$ cat src/design/teq_pkg.sv
// Package for the three-band equalizer core: fixed widths, register indexes,
// and the pole saturation function. No dependencies.
package teq_pkg;

    // Configuration register map
    localparam int CFG_INDEX_BITS = 3;
    localparam int CFG_DATA_BITS  = 18;
    localparam logic [CFG_INDEX_BITS-1:0] REG_LOW_COEFF  = 3'd0;
    localparam logic [CFG_INDEX_BITS-1:0] REG_HIGH_COEFF = 3'd1;
    localparam logic [CFG_INDEX_BITS-1:0] REG_LOW_GAIN   = 3'd2;
    localparam logic [CFG_INDEX_BITS-1:0] REG_MID_GAIN   = 3'd3;
    localparam logic [CFG_INDEX_BITS-1:0] REG_HIGH_GAIN  = 3'd4;

    localparam int COEFF_BITS = 18;
    localparam int GAIN_BITS  = 16;
    localparam logic [COEFF_BITS-1:0] LOW_COEFF_RST  = 18'd3431;
    localparam logic [COEFF_BITS-1:0] HIGH_COEFF_RST = 18'd32920;
    localparam logic [GAIN_BITS-1:0]  GAIN_RST       = 16'd8192;

    // Filter structure
    localparam int STAGES     = 4;
    localparam int STAGE_BITS = 2;
    localparam int DELAY_TAPS = 3;
    localparam int POLE_BITS  = 24;   // Q8.16
    localparam int X_BITS     = 17;   // input sample in Q1.16

    // Digit-serial multiplier
    localparam int DIGIT_BITS  = 6;
    localparam int MUL_DIGITS  = 3;
    localparam int DCNT_BITS   = 2;
    localparam int MPLIER_BITS = DIGIT_BITS * MUL_DIGITS;
    localparam int MCAND_BITS  = 25;
    localparam int PART_BITS   = MCAND_BITS + DIGIT_BITS + 1;
    localparam int ACC_BITS    = PART_BITS - DIGIT_BITS;
    localparam int PROD_BITS   = ACC_BITS + MPLIER_BITS;

    // Pole update: p + round(prod / 2^16)
    localparam int RND_SHIFT = 16;
    localparam int NP_BITS   = PROD_BITS - RND_SHIFT + 1;

    function automatic logic [POLE_BITS-1:0] sat_pole(input logic [NP_BITS-1:0] v);
        logic neg;
        logic hi_ones;
        logic hi_zeros;
        neg      = v[NP_BITS-1];
        hi_ones  = &v[NP_BITS-1:POLE_BITS-1];
        hi_zeros = ~|v[NP_BITS-1:POLE_BITS-1];
        if (!neg && !hi_zeros)
        begin
            sat_pole = {1'b0, {(POLE_BITS-1){1'b1}}};
        end
        else if (neg && !hi_ones)
        begin
            sat_pole = {1'b1, {(POLE_BITS-1){1'b0}}};
        end
        else
        begin
            sat_pole = v[POLE_BITS-1:0];
        end
    endfunction

endpackage

$ cat src/design/teq_dmul.sv
// Digit-serial signed x unsigned multiplier, LSB digit first.
// Depends on teq_pkg for operand and product widths.
module teq_dmul (
    input  logic                                   clk,
    input  logic                                   rst_n,
    input  logic                                   start,
    input  logic signed [teq_pkg::MCAND_BITS-1:0]  mcand,
    input  logic        [teq_pkg::MPLIER_BITS-1:0] mplier,
    output logic signed [teq_pkg::PROD_BITS-1:0]   product,
    output logic                                   done
);
    localparam int MC = teq_pkg::MCAND_BITS;
    localparam int ML = teq_pkg::MPLIER_BITS;
    localparam int DG = teq_pkg::DIGIT_BITS;
    localparam int PT = teq_pkg::PART_BITS;
    localparam int AC = teq_pkg::ACC_BITS;
    localparam int CB = teq_pkg::DCNT_BITS;
    localparam logic [CB-1:0] LAST_DIGIT = CB'(teq_pkg::MUL_DIGITS - 1);

    logic signed [MC-1:0] mcand_reg;
    logic        [ML-1:0] mpl_reg;
    logic signed [AC-1:0] acc_reg;
    logic        [ML-1:0] lo_reg;
    logic        [CB-1:0] cnt_reg;
    logic                 busy_reg;
    logic                 done_reg;

    logic signed [PT-1:0] part;
    logic signed [PT-1:0] psum;

    always_comb
    begin
        part = PT'(mcand_reg) * PT'($signed({1'b0, mpl_reg[DG-1:0]}));
        psum = PT'(acc_reg) + part;
    end

    always_ff @(posedge clk or negedge rst_n)
    begin
        if (!rst_n)
        begin
            busy_reg <= 1'b0;
            done_reg <= 1'b0;
            cnt_reg  <= '0;
        end
        else
        begin
            done_reg <= 1'b0;
            if (start)
            begin
                busy_reg <= 1'b1;
                cnt_reg  <= '0;
            end
            else if (busy_reg)
            begin
                cnt_reg <= cnt_reg + 1'b1;
                if (cnt_reg == LAST_DIGIT)
                begin
                    busy_reg <= 1'b0;
                    done_reg <= 1'b1;
                end
            end
        end
    end

    // Low product bits shift out of the accumulator into lo_reg
    always_ff @(posedge clk)
    begin
        if (start)
        begin
            mcand_reg <= mcand;
            mpl_reg   <= mplier;
            acc_reg   <= '0;
            lo_reg    <= '0;
        end
        else if (busy_reg)
        begin
            acc_reg <= psum[PT-1:DG];
            lo_reg  <= {psum[DG-1:0], lo_reg[ML-1:DG]};
            mpl_reg <= mpl_reg >> DG;
        end
    end

    assign product = {acc_reg, lo_reg};
    assign done    = done_reg;

endmodule

$ cat src/design/three_band_equalizer_core.sv
// Three-band equalizer core: two four-pole cascades, band gains, saturation.
// Depends on teq_pkg and teq_dmul.
//
// Channel | Handshake            | Payload
// in      | in_valid / in_stall  | sample_in, channel_index
// out     | out_valid / out_stall| sample_out, channel_out
// cfg     | cfg_valid / cfg_ready| cfg_index, cfg_data
//
// An item passes through the idle state that takes it, four pole stages on two 6-bit
// digit-serial multipliers (low and high cascade side by side), a gain load step, two
// gain passes on the same units, then a rounding step. An item on an unknown channel
// goes straight to the rounding step. The result is registered as the rounding step
// completes; the next item is taken the cycle after, while that result may still wait
// at the output.
// A stalled result holds the block in its last cycle until the output register frees.
// Reset clears filter state at once through per-entry valid bits; cfg_ready is always high.
module three_band_equalizer_core #(
    parameter int CHANNELS    = 2,
    parameter int SAMPLE_BITS = 16
) (
    input  logic                                      clk,
    input  logic                                      rst_n,
    input  logic                                      in_valid,
    output logic                                      in_stall,
    input  logic signed [SAMPLE_BITS-1:0]             sample_in,
    input  logic [((CHANNELS > 1) ? $clog2(CHANNELS) : 1)-1:0] channel_index,
    output logic                                      out_valid,
    input  logic                                      out_stall,
    output logic signed [SAMPLE_BITS-1:0]             sample_out,
    output logic [((CHANNELS > 1) ? $clog2(CHANNELS) : 1)-1:0] channel_out,
    input  logic                                      cfg_valid,
    output logic                                      cfg_ready,
    input  logic [teq_pkg::CFG_INDEX_BITS-1:0]        cfg_index,
    input  logic [teq_pkg::CFG_DATA_BITS-1:0]         cfg_data
);
    localparam int CH_BITS  = (CHANNELS > 1) ? $clog2(CHANNELS) : 1;
    localparam int NPOLE    = CHANNELS * teq_pkg::STAGES;
    localparam int PA_BITS  = $clog2(NPOLE);
    localparam int SB       = SAMPLE_BITS;
    localparam int ROW_BITS = teq_pkg::DELAY_TAPS * SB;
    localparam int PB       = teq_pkg::POLE_BITS;
    localparam int XB       = teq_pkg::X_BITS;
    localparam int MC       = teq_pkg::MCAND_BITS;
    localparam int ML       = teq_pkg::MPLIER_BITS;
    localparam int PRW      = teq_pkg::PROD_BITS;
    localparam int NPW      = teq_pkg::NP_BITS;
    localparam int RS       = teq_pkg::RND_SHIFT;
    localparam int SGB      = teq_pkg::STAGE_BITS;
    localparam int CB       = teq_pkg::COEFF_BITS;
    localparam int GB       = teq_pkg::GAIN_BITS;
    localparam logic [SGB-1:0] LAST_STAGE = SGB'(teq_pkg::STAGES - 1);

    // Sample to Q8.16
    localparam int X_UP = (SB <= XB) ? XB - SB : 0;
    localparam int X_DN = (SB > XB) ? SB - XB : 0;
    localparam int XW   = SB + X_UP;

    // Q.29 sum to output format
    localparam int RSH  = (SB <= 30) ? 30 - SB : 0;
    localparam int LSH  = (SB > 30) ? SB - 30 : 0;
    localparam int HALF = (RSH > 0) ? (1 << (RSH - 1)) : 0;
    localparam int RW   = PRW + 1 + LSH;

    typedef enum logic [6:0] {
        S_IDLE = 7'b0000001,
        S_LOAD = 7'b0000010,
        S_MUL  = 7'b0000100,
        S_GAIN = 7'b0001000,
        S_GMUL = 7'b0010000,
        S_MID  = 7'b0100000,
        S_FIN  = 7'b1000000
    } state_t;

    state_t state_reg, state_next;

    logic [CB-1:0] low_coeff_reg, high_coeff_reg;
    logic [GB-1:0] low_gain_reg, mid_gain_reg, high_gain_reg;

    logic signed [SB-1:0]  smp_reg;
    logic [CH_BITS-1:0]    ch_reg;
    logic                  bad_reg;
    logic [SGB-1:0]        stage_reg;
    logic signed [PB-1:0]  xl_reg, xh_reg;
    logic signed [PRW-1:0] sum_reg;

    logic [2*PB-1:0]     pole_mem [NPOLE];
    logic [NPOLE-1:0]    pole_vld_reg;
    logic [2*PB-1:0]     pole_rd_reg;
    logic                pole_rdv_reg;
    logic [ROW_BITS-1:0] dly_mem [CHANNELS];
    logic [CHANNELS-1:0] dly_vld_reg;
    logic [ROW_BITS-1:0] dly_rd_reg;
    logic                dly_rdv_reg;

    logic                  out_valid_reg;
    logic signed [SB-1:0]  sample_out_reg;
    logic [CH_BITS-1:0]    channel_out_reg;

    logic                  in_acc, out_free, ch_ok_in;
    logic                  start_a, start_b;
    logic signed [MC-1:0]  mcand_a, mcand_b;
    logic [ML-1:0]         mpl_a, mpl_b;
    logic signed [PRW-1:0] prod_a, prod_b;
    logic                  done_a, done_b;
    logic                  pole_rd_en, pole_we, dly_rd_en, dly_we;
    logic [PA_BITS-1:0]    pole_raddr, pole_waddr;

    logic signed [XW-1:0]  x_wide, d_wide;
    logic signed [XB-1:0]  x_in, d_x;
    logic [ROW_BITS-1:0]   dly_cur;
    logic signed [PB-1:0]  pl, ph;
    logic signed [NPW-1:0] np_a, np_b;
    logic [PB-1:0]         npl, nph;
    logic signed [RW-1:0]  rsum, rshift;
    logic signed [SB-1:0]  res;

    assign in_acc   = in_valid && !in_stall;
    assign out_free = !out_valid_reg || !out_stall;
    assign ch_ok_in = {1'b0, channel_index} < (CH_BITS + 1)'(CHANNELS);

    // Datapath helpers
    always_comb
    begin
        x_wide  = XW'(sample_in) <<< X_UP;
        x_in    = XB'(x_wide >>> X_DN);
        dly_cur = dly_rdv_reg ? dly_rd_reg : '0;
        d_wide  = XW'($signed(dly_cur[ROW_BITS-1:ROW_BITS-SB])) <<< X_UP;
        d_x     = XB'(d_wide >>> X_DN);
        pl      = pole_rdv_reg ? pole_rd_reg[2*PB-1:PB] : '0;
        ph      = pole_rdv_reg ? pole_rd_reg[PB-1:0] : '0;
        // round half up: floor(prod / 2^16) plus bit 15
        np_a    = NPW'(pl) + NPW'($signed(prod_a[PRW-1:RS])) + NPW'({1'b0, prod_a[RS-1]});
        np_b    = NPW'(ph) + NPW'($signed(prod_b[PRW-1:RS])) + NPW'({1'b0, prod_b[RS-1]});
        npl     = teq_pkg::sat_pole(np_a);
        nph     = teq_pkg::sat_pole(np_b);
        rsum    = RW'(sum_reg) + RW'(HALF);
        rshift  = (rsum <<< LSH) >>> RSH;
        if (!rshift[RW-1] && |rshift[RW-2:SB-1])
        begin
            res = {1'b0, {(SB-1){1'b1}}};
        end
        else if (rshift[RW-1] && !(&rshift[RW-2:SB-1]))
        begin
            res = {1'b1, {(SB-1){1'b0}}};
        end
        else
        begin
            res = rshift[SB-1:0];
        end
    end

    // Sequencer
    always_comb
    begin
        state_next = state_reg;
        start_a    = 1'b0;
        start_b    = 1'b0;
        mcand_a    = MC'(xl_reg) - MC'(pl);
        mcand_b    = MC'(xh_reg) - MC'(ph);
        mpl_a      = low_coeff_reg;
        mpl_b      = high_coeff_reg;
        pole_rd_en = 1'b0;
        pole_we    = 1'b0;
        dly_rd_en  = 1'b0;
        dly_we     = 1'b0;
        pole_raddr = PA_BITS'({ch_reg, SGB'(stage_reg + 1'b1)});
        pole_waddr = PA_BITS'({ch_reg, stage_reg});
        case (state_reg)
            S_IDLE:
            begin
                pole_raddr = PA_BITS'({channel_index, SGB'(0)});
                if (in_valid)
                begin
                    pole_rd_en = ch_ok_in;
                    dly_rd_en  = ch_ok_in;
                    state_next = ch_ok_in ? S_LOAD : S_FIN;
                end
            end
            S_LOAD:
            begin
                start_a    = 1'b1;
                start_b    = 1'b1;
                state_next = S_MUL;
            end
            S_MUL:
            begin
                if (done_a && done_b)
                begin
                    pole_we = 1'b1;
                    if (stage_reg == LAST_STAGE)
                    begin
                        state_next = S_GAIN;
                    end
                    else
                    begin
                        pole_rd_en = 1'b1;
                        state_next = S_LOAD;
                    end
                end
            end
            S_GAIN:
            begin
                start_a    = 1'b1;
                start_b    = 1'b1;
                mcand_a    = MC'(xl_reg);
                mpl_a      = ML'(low_gain_reg);
                mcand_b    = MC'(d_x) - MC'(xh_reg);
                mpl_b      = ML'(high_gain_reg);
                state_next = S_GMUL;
            end
            S_GMUL:
            begin
                mcand_a = MC'(xh_reg) - MC'(xl_reg);
                mpl_a   = ML'(mid_gain_reg);
                if (done_a && done_b)
                begin
                    start_a    = 1'b1;
                    state_next = S_MID;
                end
            end
            S_MID:
            begin
                if (done_a)
                begin
                    state_next = S_FIN;
                end
            end
            S_FIN:
            begin
                if (out_free)
                begin
                    dly_we     = !bad_reg;
                    state_next = S_IDLE;
                end
            end
            default:
            begin
                state_next = S_IDLE;
            end
        endcase
    end

    assign in_stall = (state_reg != S_IDLE);

    teq_dmul u_mul_a (
        .clk     (clk),
        .rst_n   (rst_n),
        .start   (start_a),
        .mcand   (mcand_a),
        .mplier  (mpl_a),
        .product (prod_a),
        .done    (done_a)
    );

    teq_dmul u_mul_b (
        .clk     (clk),
        .rst_n   (rst_n),
        .start   (start_b),
        .mcand   (mcand_b),
        .mplier  (mpl_b),
        .product (prod_b),
        .done    (done_b)
    );

    // Control state, configuration, valid bits
    always_ff @(posedge clk or negedge rst_n)
    begin
        if (!rst_n)
        begin
            state_reg      <= S_IDLE;
            stage_reg      <= '0;
            bad_reg        <= 1'b0;
            low_coeff_reg  <= teq_pkg::LOW_COEFF_RST;
            high_coeff_reg <= teq_pkg::HIGH_COEFF_RST;
            low_gain_reg   <= teq_pkg::GAIN_RST;
            mid_gain_reg   <= teq_pkg::GAIN_RST;
            high_gain_reg  <= teq_pkg::GAIN_RST;
            pole_vld_reg   <= '0;
            dly_vld_reg    <= '0;
            pole_rdv_reg   <= 1'b0;
            dly_rdv_reg    <= 1'b0;
            out_valid_reg  <= 1'b0;
        end
        else
        begin
            state_reg <= state_next;
            if (in_acc)
            begin
                stage_reg <= '0;
                bad_reg   <= !ch_ok_in;
            end
            else if (state_reg == S_MUL && done_a && done_b)
            begin
                stage_reg <= stage_reg + 1'b1;
            end
            if (cfg_valid)
            begin
                case (cfg_index)
                    teq_pkg::REG_LOW_COEFF:  low_coeff_reg  <= cfg_data;
                    teq_pkg::REG_HIGH_COEFF: high_coeff_reg <= cfg_data;
                    teq_pkg::REG_LOW_GAIN:   low_gain_reg   <= cfg_data[GB-1:0];
                    teq_pkg::REG_MID_GAIN:   mid_gain_reg   <= cfg_data[GB-1:0];
                    teq_pkg::REG_HIGH_GAIN:  high_gain_reg  <= cfg_data[GB-1:0];
                    default: ;
                endcase
            end
            if (pole_we)
            begin
                pole_vld_reg[pole_waddr] <= 1'b1;
            end
            if (pole_rd_en)
            begin
                pole_rdv_reg <= pole_vld_reg[pole_raddr];
            end
            if (dly_we)
            begin
                dly_vld_reg[ch_reg] <= 1'b1;
            end
            if (dly_rd_en)
            begin
                dly_rdv_reg <= dly_vld_reg[channel_index];
            end
            if (state_reg == S_FIN && out_free)
            begin
                out_valid_reg <= 1'b1;
            end
            else if (!out_stall)
            begin
                out_valid_reg <= 1'b0;
            end
        end
    end

    // Filter state memories
    always_ff @(posedge clk)
    begin
        if (pole_we)
        begin
            pole_mem[pole_waddr] <= {npl, nph};
        end
        if (pole_rd_en)
        begin
            pole_rd_reg <= pole_mem[pole_raddr];
        end
        if (dly_we)
        begin
            dly_mem[ch_reg] <= {dly_cur[2*SB-1:0], smp_reg};
        end
        if (dly_rd_en)
        begin
            dly_rd_reg <= dly_mem[channel_index];
        end
    end

    // Payload registers
    always_ff @(posedge clk)
    begin
        if (in_acc)
        begin
            smp_reg <= sample_in;
            ch_reg  <= channel_index;
            xl_reg  <= PB'(x_in);
            xh_reg  <= PB'(x_in);
        end
        else if (state_reg == S_MUL && done_a && done_b)
        begin
            xl_reg <= npl;
            xh_reg <= nph;
        end
        if (state_reg == S_GMUL && done_a && done_b)
        begin
            sum_reg <= prod_a + prod_b;
        end
        else if (state_reg == S_MID && done_a)
        begin
            sum_reg <= sum_reg + prod_a;
        end
        if (state_reg == S_FIN && out_free)
        begin
            sample_out_reg  <= bad_reg ? '0 : res;
            channel_out_reg <= ch_reg;
        end
    end

    assign out_valid   = out_valid_reg;
    assign sample_out  = sample_out_reg;
    assign channel_out = channel_out_reg;
    assign cfg_ready   = 1'b1;

endmodule

$ cat config.mk
export PLATFORM = sky130hd
export DESIGN_NAME = three_band_equalizer_core
export DESIGN_NICKNAME = d
export VERILOG_FILES = /design/src/design/teq_pkg.sv /design/src/design/teq_dmul.sv /design/src/design/three_band_equalizer_core.sv
export SDC_FILE = /design/constraint.sdc
export NUM_CORES = 2
export LEC_CHECK = 0
export BUFFER_PORTS_ARGS = -buffer_cell sky130_fd_sc_hd__buf_2
export CORE_ASPECT_RATIO = 0.5
export CORE_UTILIZATION = 40
export DETAILED_ROUTE_END_ITERATION = 16
export PLACE_DENSITY_LB_ADDON = 0.2
export SYNTH_ARGS = -nofsm -noshare
export SYNTH_HDL_FRONTEND = slang
export SYNTH_SLANG_ARGS = --single-unit
$ cat constraint.sdc
create_clock -name clk -period 17.3 [get_ports clk]
set_input_delay 0.865 -clock clk [delete_from_list [all_inputs] [get_ports clk]]
set_output_delay 0.865 -clock clk [all_outputs]
set_load 0.01 [all_outputs]
==> results by group <==
Cells and area
  – Multi-input logic area: 29900 um^2
  – Final instance area: about 67000 um^2
  – FILL cells: 14000
  – Largest regs: pole_mem (384), dly_mem (96)
  – Share of layout cells above drive strength 1: 8.91%
  – Nets: 6425
  – Final Util: 44.6%
  – Max reg flops: between 300 and 400
  – Area delta synth->final: 9.63%
  – Top reg by flops: pole_mem
  – Sequential Area: 28300 um^2

Setup path
  – Startpoint Class: flop
  – WP data arrival: between 6 and 7 ns
  – CP Capture Type: flop
  – Crit Path Category: flop to flop
  – CP Data Required Time: 17.81 ns
  – Crit-path max FO: 25

Power and ir drop
  – Peak supply drop: 0.0000726 V
  – Int Power: 3.85 mW
  – Switching power: a little over 1 mW
  – Reg power frac: between 50% and 60%
  – Cell area power density: 73.0 nW/um^2
  – Total Power: between 4 and 5 mW
  – Clock share of power: 44.9%
  – Switch share: 21.2%
  – Comb power frac: 1.7%
  – P_leak: ~26 nW

Run status
  – Status: complete, but fails checks
  – Failing checks: max-capacitance violations

Clock network
  – Clock slew at reported path FFs: 0.07 ns
  – Post_cts resized: 0
  – Post-CTS Hold Buffers: 0
  – Insertion delay to the later sink of the worst-skew pair: 0.76 ns
  – Post-CTS Setup Inserts: 0
  – H-tree levels: 3
  – CTS root buf: clkbuf_16
  – CTS buffer count: 94
  – CTS tree: built
  – TritonCTS Sinks: a little under 1000
  – Largest buffer count on any clock path: 3

Global routing
  – Total grt overflow: 0
  – First-pass GRT wire length: 266 mm
  – Initial antenna violation count: 19
  – Pin count of the biggest net entering global routing: 87
  – Vias in the first global route: 43300
  – Global Route Usage Sum: a little under a quarter

Drt
  – Routed WL per cell: 22.5 um
  – Vias per cell: 5.58
  – 1st-iter DRT viols: between 3000 and 4000
  – Via Count: ~44000
  – First drt pass iteration count: 5
  – ANT nets after route: 0
  – Drt total wl: 177 mm
  – DRC: 0

Synthesis
  – Synthesized Nets: 6430
  – Mapped Cells: 5786
  – Yosys warns: 0
  – Top-count cell post-synth: edfxtp_1
  – Synthesized cell area: 61000 um^2
  – Largest area contributor in the netlist: edfxtp_1
  – Synth Register Bits: 990
  – Count of cell types in the netlist: slightly below 100
  – Post-synthesis sequential area ratio: 46.3%
  – Synth Area per Inst: 10.5 um^2
  – Top_reg_cell synth: edfxtp_1
  – Dominant cells by area after synthesis: edfxtp_1 (39%), fa_1 (8.9%), ha_1 (6.8%), nand2_1 (4.3%), dfrtp_1 (4.0%)
  – Synth top area share: 38.7%
  – Post-synth EDFFs: 786
  – Synth cell count leaders: edfxtp_1 (786), nand2_1 (695), inv_1 (572), nor2_1 (404), o21ai_0 (343)
  – Asr flop ratio synth: 11.5%

STA
  – Final setup vio count: 0
  – Tcrit/Tclk final: 34.5%
  – Minimum clock period: 5.98 ns
  – Clock Skews: 0.106 ns
  – Max Transition Viols Final: 0
  – Setup TNS: 0 ns
  – Unrepaired setup endpoints after global routing: false
  – Max Fclk: approximately 0.17 GHz
  – PnR worst setup slack: roughly 11 ns
  – Worst-case headroom to the max-slew limit: less than 1%
  – Worst-margin pin slew: 1.47 ns
  – Hold Fails Final Rpt: 0

Floorplanning
  – Core ar.: 150000 um^2
  – Core Rows: 100
  – Die width: 554 um
  – Initial core utilization: 40.7%
  – Die area: 154000 um^2
  – IO Count: 63
  – Die height: 278 um

Placed design
  – Post-DP HPWL: around 130 mm
  – Number of port buffers: 61
  – DP Area: ~64000 um^2
  – Post-Place Setup Slack: between 10 and 15 ns
  – Routability congestion estimate from global placement: 0.919

Min path
  – Hold WC Path Type: input port to async pin

Flow run
  – Max-Cap Viols: 1
==> worst max-delay path, stage by stage, from the launching register on <==
cell and delay (ns):
edfxtp_1 1.06, and2_1 0.27, fa_1 0.45, fa_1 0.50, fa_1 0.49, inv_1 0.05, fa_1 0.47, inv_1 0.04
ha_1 0.35, a21oi_1 0.23, o221ai_1 0.16, a31o_2 0.27, a32oi_1 0.29, a211oi_1 0.16, o21a_1 0.23, o21a_1 0.19
o41ai_1 0.32, xnor2_1 0.11, mux2i_1 0.14, nor2_1 0.05
==> cells by family (layout without fill, tap and decap cells) <==
family | Yosys count | count (layout) | synth area share [%]
AO/OA/AOI/OAI | 1187 | 1187 | 12.5
XOR/XNOR | 226 | 226 | 3.24
adder cells (fa/ha/maj) | 601 | 601 | 15.7
multiplexers | 227 | 227 | 4.04
buffers and inverters | 802 | 874 | 4.99
flip-flops | 990 | 990 | 46.3
AND/OR/NAND/NOR | 1752 | 1752 | 13.2
other | 1 | 4 | 0.00614
==> final timing paths <==
check                                    from                  end  slack, ns  cells after the start
setup / recovery           u_mul_a.mpl_reg[2]  u_mul_a.acc_reg[23]      11.32                     19
hold / removal                          rst_n      pole_vld_reg[7]       0.25                      1
setup reg to reg           u_mul_a.mpl_reg[2]  u_mul_a.acc_reg[23]      11.32                     19
hold reg to reg                    smp_reg[1]        dly_mem[1][1]       0.45                      0
max in group asynchronous               rst_n    high_gain_reg[14]      15.70                      2
min in group clk                 sample_in[2]           smp_reg[2]       0.34                      1
==> stage by stage <==
stage | instances | hold slack (ns)
after floorplan | 5786 | 0.421
after global placement | 7674 | 0.423
after detailed placement | 7674 | 0.432
after CTS | 7847 | 0.232
after global routing | 7847 | 0.281
final | 7850 | 0.250
==> per-layer routing <==
metal  track usage [%]  wire length, um  part of all wire [%]
met2              33.5            74300                    42
met1              34.0            84700                    48
met4              6.97             5290                   3.0
met5                 0                0                     0
met3              3.60            12400                   7.0
==> placed cells by master (no fill, tap or decap), types with 24 or more instances in the layout <==
master     Yosys  final
nand2_1      695    694
nor2_1       404    399
buf_4          2     65
xnor2_1      131    131
inv_1        572    568
o21a_1        47     47
nor2b_1       32     31
buf_2          3     60
o221ai_1      80     80
and2_1       237    235
a22oi_1       44     44
o21ai_0      343    341
a31oi_1       32     31
ha_1         330    329
a21oi_1      289    288
xor2_1        95     95
clkbuf_16      0     94
nand3_1      154    153
dfrtp_1       98     95
o21bai_1      29     29
o2111ai_1     50     50
nand2b_1      45     45
mux2_2       157    157
a21o_1        82     82
a211oi_1      33     33
fa_1         271    271
edfxtp_1     786    786
dfxtp_1       90     90
and3_1        24     24
mux2i_1       70     69
nor3_1        49     44
==> layout make-up <==
type | count | area share, %
diodes | 3 | 0.0112
clock buffers | 126 | 3.87
clock inverters | 47 | 0.995
inverters | 576 | 3.24
multi-input cells | 3994 | 44.7
flip-flops and latches | 990 | 42.3
well taps | 1989 | 3.72
repair buffers | 125 | 1.18
==> power groups by stage <==
| stage | Sequential (mW) | Combinational [mW] | Clock (mW) |
|---|---|---|---|
| 2_1_floorplan | 2.65 | 0.0556 | 0 |
| 3_3_place_gp | 2.65 | 0.0792 | 0 |
| 3_5_place_dp | 2.66 | 0.0831 | 0 |
| 4_1_cts | 2.61 | 0.0834 | 2.24 |
| 5_1_grt | 2.61 | 0.0897 | 2.33 |
| 6_report | 2.61 | 0.0826 | 2.19 |
Power figures use the tool's default switching activity.
